--- src/design/vsd_pkg.sv ---
// ----------------------------------------------------------------------------
// vsd_pkg: shared types and constants for the varint stream decoder
// Lead byte masks and patterns, follow-up lengths, status codes, result type.
// ----------------------------------------------------------------------------
package vsd_pkg;

   localparam int unsigned ValueWidth = 64;
   localparam int unsigned CountWidth = 4;
   localparam int unsigned LeftWidth  = 4;

   // lead byte classes: (byte & mask) == pattern
   localparam logic [7:0] Mask1     = 8'h80;
   localparam logic [7:0] Mask2     = 8'hc0;
   localparam logic [7:0] Mask3     = 8'he0;
   localparam logic [7:0] Mask4     = 8'hf0;
   localparam logic [7:0] MaskLong  = 8'hfc;
   localparam logic [7:0] Pat1      = 8'h00;
   localparam logic [7:0] Pat2      = 8'h80;
   localparam logic [7:0] Pat3      = 8'hc0;
   localparam logic [7:0] Pat4      = 8'he0;
   localparam logic [7:0] Pat32     = 8'hf0;
   localparam logic [7:0] Pat64     = 8'hf4;
   localparam logic [7:0] PatInvert = 8'hf8;

   // payload masks of the lead byte
   localparam logic [7:0] Keep7 = 8'h7f;
   localparam logic [7:0] Keep6 = 8'h3f;
   localparam logic [7:0] Keep5 = 8'h1f;
   localparam logic [7:0] Keep4 = 8'h0f;
   localparam logic [7:0] Keep2 = 8'h03;

   // follow-up bytes after each multi-byte lead
   localparam logic [LeftWidth-1:0] Follow2  = 4'd1;
   localparam logic [LeftWidth-1:0] Follow3  = 4'd2;
   localparam logic [LeftWidth-1:0] Follow4  = 4'd3;
   localparam logic [LeftWidth-1:0] Follow32 = 4'd4;
   localparam logic [LeftWidth-1:0] Follow64 = 4'd8;

   localparam logic [CountWidth-1:0] CountMax = 4'd15;

   localparam logic StatusOk        = 1'b0;
   localparam logic StatusTruncated = 1'b1;

   typedef struct packed {
      logic [ValueWidth-1:0] value;
      logic [CountWidth-1:0] byte_count;
      logic                  status;
   } result_type;

endpackage

--- src/design/varint_stream_decoder.sv ---
// ----------------------------------------------------------------------------
// varint_stream_decoder: prefix-length variable integer decoder
// Decodes a byte stream, one byte per transfer, into signed 64-bit values.
// ----------------------------------------------------------------------------
// Usage:
//   req_ carries one raw byte per transfer in req_tdata[7:0]; req_tlast marks
//   the last byte available in the buffer. rsp_ carries one result per
//   completed code: value and byte count in rsp_tdata, status in rsp_tuser
//   (0 ok, 1 buffer ended inside a code, value then 0).
//   Most bytes produce no result; the result of the byte that completes (or
//   truncates) its code is registered in the output register, or in the skid register while rsp_ stalls.
//   Throughput is one byte per cycle while req_tready is high. All decode work is a mask, compare and
//   8-bit shift into the accumulator between the decoder state and the
//   output register. A two-entry output stage (output register plus skid
//   register) keeps req_tready high while one result waits; req_tready drops
//   only when both entries hold results.
//   Reset (synchronous, active high) returns the decoder to idle with no open
//   code and empties the output stage.
// ----------------------------------------------------------------------------
module varint_stream_decoder (
   input  logic        clock,
   input  logic        reset,
   input  logic        req_tvalid,
   output logic        req_tready,
   input  logic [7:0]  req_tdata,   // [7:0] data_byte
   input  logic        req_tlast,   // buffer_end
   output logic        rsp_tvalid,
   input  logic        rsp_tready,
   output logic [71:0] rsp_tdata,   // [63:0] value, [67:64] byte_count, [71:68] zero
   output logic        rsp_tuser    // status
);
   import vsd_pkg::*;

   // decoder state
   logic [ValueWidth-1:0] acc_ff, acc_in;
   logic [LeftWidth-1:0]  left_ff, left_in;
   logic                  parity_ff, parity_in;
   logic [CountWidth-1:0] count_ff, count_in;
   logic                  in_code_ff, in_code_in;

   // output stage
   result_type out_ff, skid_ff, res;
   logic       out_valid_ff, skid_valid_ff;
   logic       res_valid;

   logic                  accept;
   logic [7:0]            b;
   logic [CountWidth-1:0] cnt;
   logic [ValueWidth-1:0] shifted;
   logic                  lead;
   logic                  done;
   logic [ValueWidth-1:0] done_value;

   assign req_tready = !skid_valid_ff;
   assign accept     = req_tvalid && req_tready;
   assign b          = req_tdata;
   assign cnt        = (count_ff == CountMax) ? CountMax : count_ff + 1'b1;
   assign shifted    = {acc_ff[ValueWidth-9:0], b};
   assign lead       = !in_code_ff || (left_ff == '0);

   always_comb begin
      acc_in     = acc_ff;
      left_in    = left_ff;
      parity_in  = parity_ff;
      count_in   = count_ff;
      in_code_in = in_code_ff;
      done       = 1'b0;
      done_value = '0;
      res_valid  = 1'b0;
      res        = '{value: '0, byte_count: cnt, status: StatusOk};

      if (lead) begin
         if ((b & Mask1) == Pat1) begin
            done       = 1'b1;
            done_value = {{(ValueWidth-8){1'b0}}, b & Keep7};
         end else begin
            if ((b & Mask2) == Pat2) begin
               acc_in  = {{(ValueWidth-8){1'b0}}, b & Keep6};
               left_in = Follow2;
            end else if ((b & Mask3) == Pat3) begin
               acc_in  = {{(ValueWidth-8){1'b0}}, b & Keep5};
               left_in = Follow3;
            end else if ((b & Mask4) == Pat4) begin
               acc_in  = {{(ValueWidth-8){1'b0}}, b & Keep4};
               left_in = Follow4;
            end else if ((b & MaskLong) == Pat32) begin
               acc_in  = '0;
               left_in = Follow32;
            end else if ((b & MaskLong) == Pat64) begin
               acc_in  = '0;
               left_in = Follow64;
            end else if ((b & MaskLong) == PatInvert) begin
               parity_in = !parity_ff;
               acc_in    = '0;
               left_in   = '0;
            end else begin
               // short negative form
               done       = 1'b1;
               done_value = ~{{(ValueWidth-8){1'b0}}, b & Keep2};
            end
            if (!done) begin
               in_code_in = 1'b1;
               count_in   = cnt;
            end
         end
      end else begin
         acc_in   = shifted;
         left_in  = left_ff - 1'b1;
         count_in = cnt;
         if (left_ff == Follow2) begin
            done       = 1'b1;
            done_value = shifted;
         end
      end

      if (done) begin
         res_valid = 1'b1;
         res.value = parity_ff ? ~done_value : done_value;
      end else if (req_tlast) begin
         res_valid  = 1'b1;
         res.status = StatusTruncated;
      end

      if (res_valid) begin
         acc_in     = '0;
         left_in    = '0;
         parity_in  = 1'b0;
         count_in   = '0;
         in_code_in = 1'b0;
      end
   end

   always_ff @(posedge clock) begin
      if (reset) begin
         acc_ff     <= '0;
         left_ff    <= '0;
         parity_ff  <= 1'b0;
         count_ff   <= '0;
         in_code_ff <= 1'b0;
      end else if (accept) begin
         acc_ff     <= acc_in;
         left_ff    <= left_in;
         parity_ff  <= parity_in;
         count_ff   <= count_in;
         in_code_ff <= in_code_in;
      end
   end

   // output register with skid entry
   always_ff @(posedge clock) begin
      if (reset) begin
         out_valid_ff  <= 1'b0;
         skid_valid_ff <= 1'b0;
      end else if (skid_valid_ff) begin
         if (rsp_tready) begin
            out_ff        <= skid_ff;
            skid_valid_ff <= 1'b0;
         end
      end else if (!out_valid_ff || rsp_tready) begin
         out_valid_ff <= accept && res_valid;
         out_ff       <= res;
      end else if (accept && res_valid) begin
         skid_ff       <= res;
         skid_valid_ff <= 1'b1;
      end
   end

   assign rsp_tvalid = out_valid_ff;
   assign rsp_tdata  = {4'b0000, out_ff.byte_count, out_ff.value};
   assign rsp_tuser  = out_ff.status;

   a_skid_behind_out: assert property (@(posedge clock) disable iff (reset)
      skid_valid_ff |-> out_valid_ff)
      else $error("skid entry holds a result while the output register is empty");

   a_left_range: assert property (@(posedge clock) disable iff (reset)
      left_ff <= Follow64)
      else $error("follow-up count beyond the longest form");

   a_left_needs_code: assert property (@(posedge clock) disable iff (reset)
      (left_ff != '0) |-> in_code_ff)
      else $error("follow-up bytes expected with no open code");

   a_idle_clean: assert property (@(posedge clock) disable iff (reset)
      !in_code_ff |-> (!parity_ff && count_ff == '0))
      else $error("idle decoder carries parity or byte count");

   a_reset_empty: assert property (@(posedge clock)
      $past(reset) |-> (!rsp_tvalid && req_tready))
      else $error("output stage not empty after reset");

endmodule

--- config.mk ---
export PLATFORM = sky130hd
export DESIGN_NAME = varint_stream_decoder
export DESIGN_NICKNAME = d
export VERILOG_FILES = /design/src/design/vsd_pkg.sv /design/src/design/varint_stream_decoder.sv
export SDC_FILE = /design/constraint.sdc
export NUM_CORES = 1
export LEC_CHECK = 0
export ABC_AREA = 1
export ABC_CLOCK_PERIOD_IN_PS = 14830
export BUFFER_PORTS_ARGS = -buffer_cell sky130_fd_sc_hd__buf_4
export CAP_MARGIN = 20
export CORE_UTILIZATION = 45
export DETAILED_ROUTE_END_ITERATION = 10
export PLACE_DENSITY = 0.63
export RECOVER_POWER = 50
export SLEW_MARGIN = 20
export SYNTH_ARGS = -nofsm -noshare
export SYNTH_HDL_FRONTEND = slang
export SYNTH_SLANG_ARGS = --single-unit
--- constraint.sdc ---
create_clock -name clock -period 14.83 [get_ports clock]
set_input_delay 0.7415 -clock clock [delete_from_list [all_inputs] [get_ports clock]]
set_output_delay 0.7415 -clock clock [all_outputs]
set_load 0.01 [all_outputs]
==> impl_metrics.py <==
metrics = {
    "outcome": {
        "outcome": "complete, but fails checks",
        "violations": "max-capacitance violations, max-slew violations",
    },
    "floorplan": {
        "die_w_um": 156,
        "core_sq_mm": 0.0234,
        "initial_core_util": 0.457,
        "fp.dieH_um": 156,
        "dieArea_sq_mm": 0.0244,
        "rows": 56,
        "pin_count": 88,
    },
    "power_and_ir_drop": {
        "finalPower_mw": 1.39,
        "ir_worst_vdd_mv": 0.0675,
        "leakage_nw": 4.49,
        "power.density_mw_per_mm2": 117,
    },
    "worst_setup_path": {
        "critPathMaxFanout": 73,
        "rrSetupSlack_ns": 8.34,
        "start_kind": "flop",
        "reg2reg_to": "rsp_tdata[49]$_DFFE_PP_",
        "critPathArrivalTime_ns": 6.57,
        "r2r_cells": 6,
        "crit_path_start": "skid_valid_ff$_SDFF_PP0_",
        "worstPathRequired_ns": 14.91,
        "crit_type": "flop to flop",
        "rr_startpoint": "skid_valid_ff$_SDFF_PP0_",
        "end_kind": "flop",
    },
    "global_routing": {
        "overflow": 0,
        "grt_use_total": 0.199,
        "grt_pass1_wl_mm": 39.9,
        "antenna_found_initial": 0,
        "grt_max_degree": 116,
        "grt_pass1_vias": 8100,
    },
    "synthesis": {
        "synth_area_leaders": "edfxtp_1 (39%), nand2_1 (14%), dfxtp_1 (13%)",
        "ys_seq_elements": 206,
        "synth_area_sq_mm": 0.0107,
        "yosysWarnings": 0,
        "yosysTopAreaCellShare": 0.387,
        "syn-instance-count": 1344,
        "synth-main-ff-cell": "edfxtp_1",
        "synth_area_leader_cell": "edfxtp_1",
        "synth-seq-area-share": 0.515,
        "synth_area_per_cell_sq_um": 7.96,
        "async_reset_ff_frac": 0,
        "synth_edf_count": 138,
        "ys_types": 31,
    },
    "drt": {
        "first_pass_iters": 5,
        "drt-vias-per-instance": 5.34,
        "totalWireLength_mm": 24.0,
        "drt_iter0_drc": 779,
        "wire_per_inst_um": 14.2,
        "drcViolationCount": 0,
        "num_vias": 8986,
        "ant_nets": 0,
    },
    "layout": {
        "nets": 1364,
        "drive_gt1_frac": 0.0469,
        "final_cell_mix": "nand2_1 (396), nand4_1 (175), edfxtp_1 (138)",
        "fin_util": 0.505,
        "mostFrequentLayoutCell": "nand2_1",
        "diodes": 0,
        "areaGrowthSynthToFinish_pct": 10.4,
    },
    "placed_design": {
        "dp_hpwl_mm": 14.0,
        "io_buffers": 83,
        "gp_congestion": 0.847,
    },
    "worst_hold_path": {
        "min_path_type": "flop to flop",
        "min_from": "acc_ff[39]$_SDFFE_PP0P_",
        "hold_depth": 2,
        "hold_end": "acc_ff[39]$_SDFFE_PP0P_",
    },
    "clock_network": {
        "ctsResizeCount": 0,
        "cts_root_buf": "clkbuf_16",
        "path_clk_slew_ns": 0.06,
        "numCtsBuffers": 24,
        "postCtsSetupBuffers": 0,
        "cts_tree": "done",
        "clock_latency_ns": 0.52,
        "cts_sinks": 206,
        "hold_buffers": 0,
        "ctsLongestPathBuffers": 3,
        "htree_levels": 1,
    },
    "timing": {
        "post-route-period-util": 0.438,
        "hold_viol_final": 0,
        "min_period_ns": 6.49,
        "fin_tns_setup_ns": 0,
        "maxClockFrequency_mhz": 154,
        "rsz0062_at_grt": "false",
        "setup_violations": 0,
        "finalMaxSlewViolations": 330,
        "clock_skew_ns": 0.0260,
        "worst_pin_slew_ns": 3.21,
        "slew_headroom": -1.14,
    },
    "job": {
        "cap_violations": 6,
    },
}
[critical path: stages (launching register included)]
cell      delay (ns)
dfxtp_1         0.29
clkbuf_1        1.10
clkinv_1        0.27
clkbuf_1        2.28
nor2_1          0.15
nor3_1          0.34
clkbuf_1        1.45
[where the power goes]
group	switching [mW]	internal [mW]
sequential	0.00548	0.640
combinational	0.104	0.0372
clock	0.226	0.374
total	0.336	1.05
[kinds of logic (layout without fill, tap and decap cells)]
family,Yosys count,in the layout,share of synthesized area
fa+ha+maj,3,3,0.00351
flops,206,206,0.515
simple gates,795,795,0.333
other cells,1,4,0.000351
compound gates,137,137,0.0660
xor+xnor,1,1,0.000819
buf+inv,201,219,0.0816
[state kept, by name, indices dropped and copies added, names as in the netlist]
register       cells
count_ff           4
in_code_ff         1
skid_ff           69
rsp_tdata         68
rsp_tvalid         1
rsp_tuser          1
acc_ff            56
skid_valid_ff      1
left_ff            4
parity_ff          1
[worst max path at each step]
stage               cells past startpoint                      end  slack [ns]
floorplan                               3   rsp_tdata[0]$_DFFE_PP_        8.45
finish                                  6  rsp_tdata[49]$_DFFE_PP_        8.34
detailed placement                     11    skid_ff[47]$_DFFE_PP_       10.31
global route                            6  rsp_tdata[49]$_DFFE_PP_        7.64
global placement                       11    skid_ff[49]$_DFFE_PP_       10.47
CTS                                    11    skid_ff[55]$_DFFE_PP_       10.85
[metrics by stage]
step	cell area (sq um)	hold slack, ns	instances	setup WS [ns]
3_5_place_dp	11300	0.455	1640	10.31
3_3_place_gp	11300	0.452	1640	10.47
2_1_floorplan	10700	0.445	1347	8.45
5_1_grt	11800	0.479	1684	7.64
6_report	11800	0.463	1684	8.34
4_1_cts	12100	0.465	1683	10.85
[area by class of cell]
class                   instances  area (sq um)
clock buffers                  34           691
fillers                      2316         11600
well taps                     319           399
multi-input cells             940          4340
inverters                      80           300
repair buffers                 96           459
flip-flops and latches        206          5510
clock inverters                 9           115
[routing by layer]
layer / global-route usage / vias to the layer above / routed length (um)
met5: 0 / - / 0
met4: 0.0593 / 0 / 375
met3: 0.0219 / 32 / 885
met2: 0.330 / 182 / 11400
met1: 0.272 / 4168 / 11400
li1: - / 4604 / -
[Yosys cell counts (all sizes together) (3+ instances only)]
master	number
buf	67
nor2	136
inv	78
o21ai	64
ha	3
nor3	4
nand3	80
clkbuf	54
nand4	175
edfxtp	138
dfxtp	68
nand2	398
a21oi	68
No activity file was read; power rests on OpenSTA's default activity.
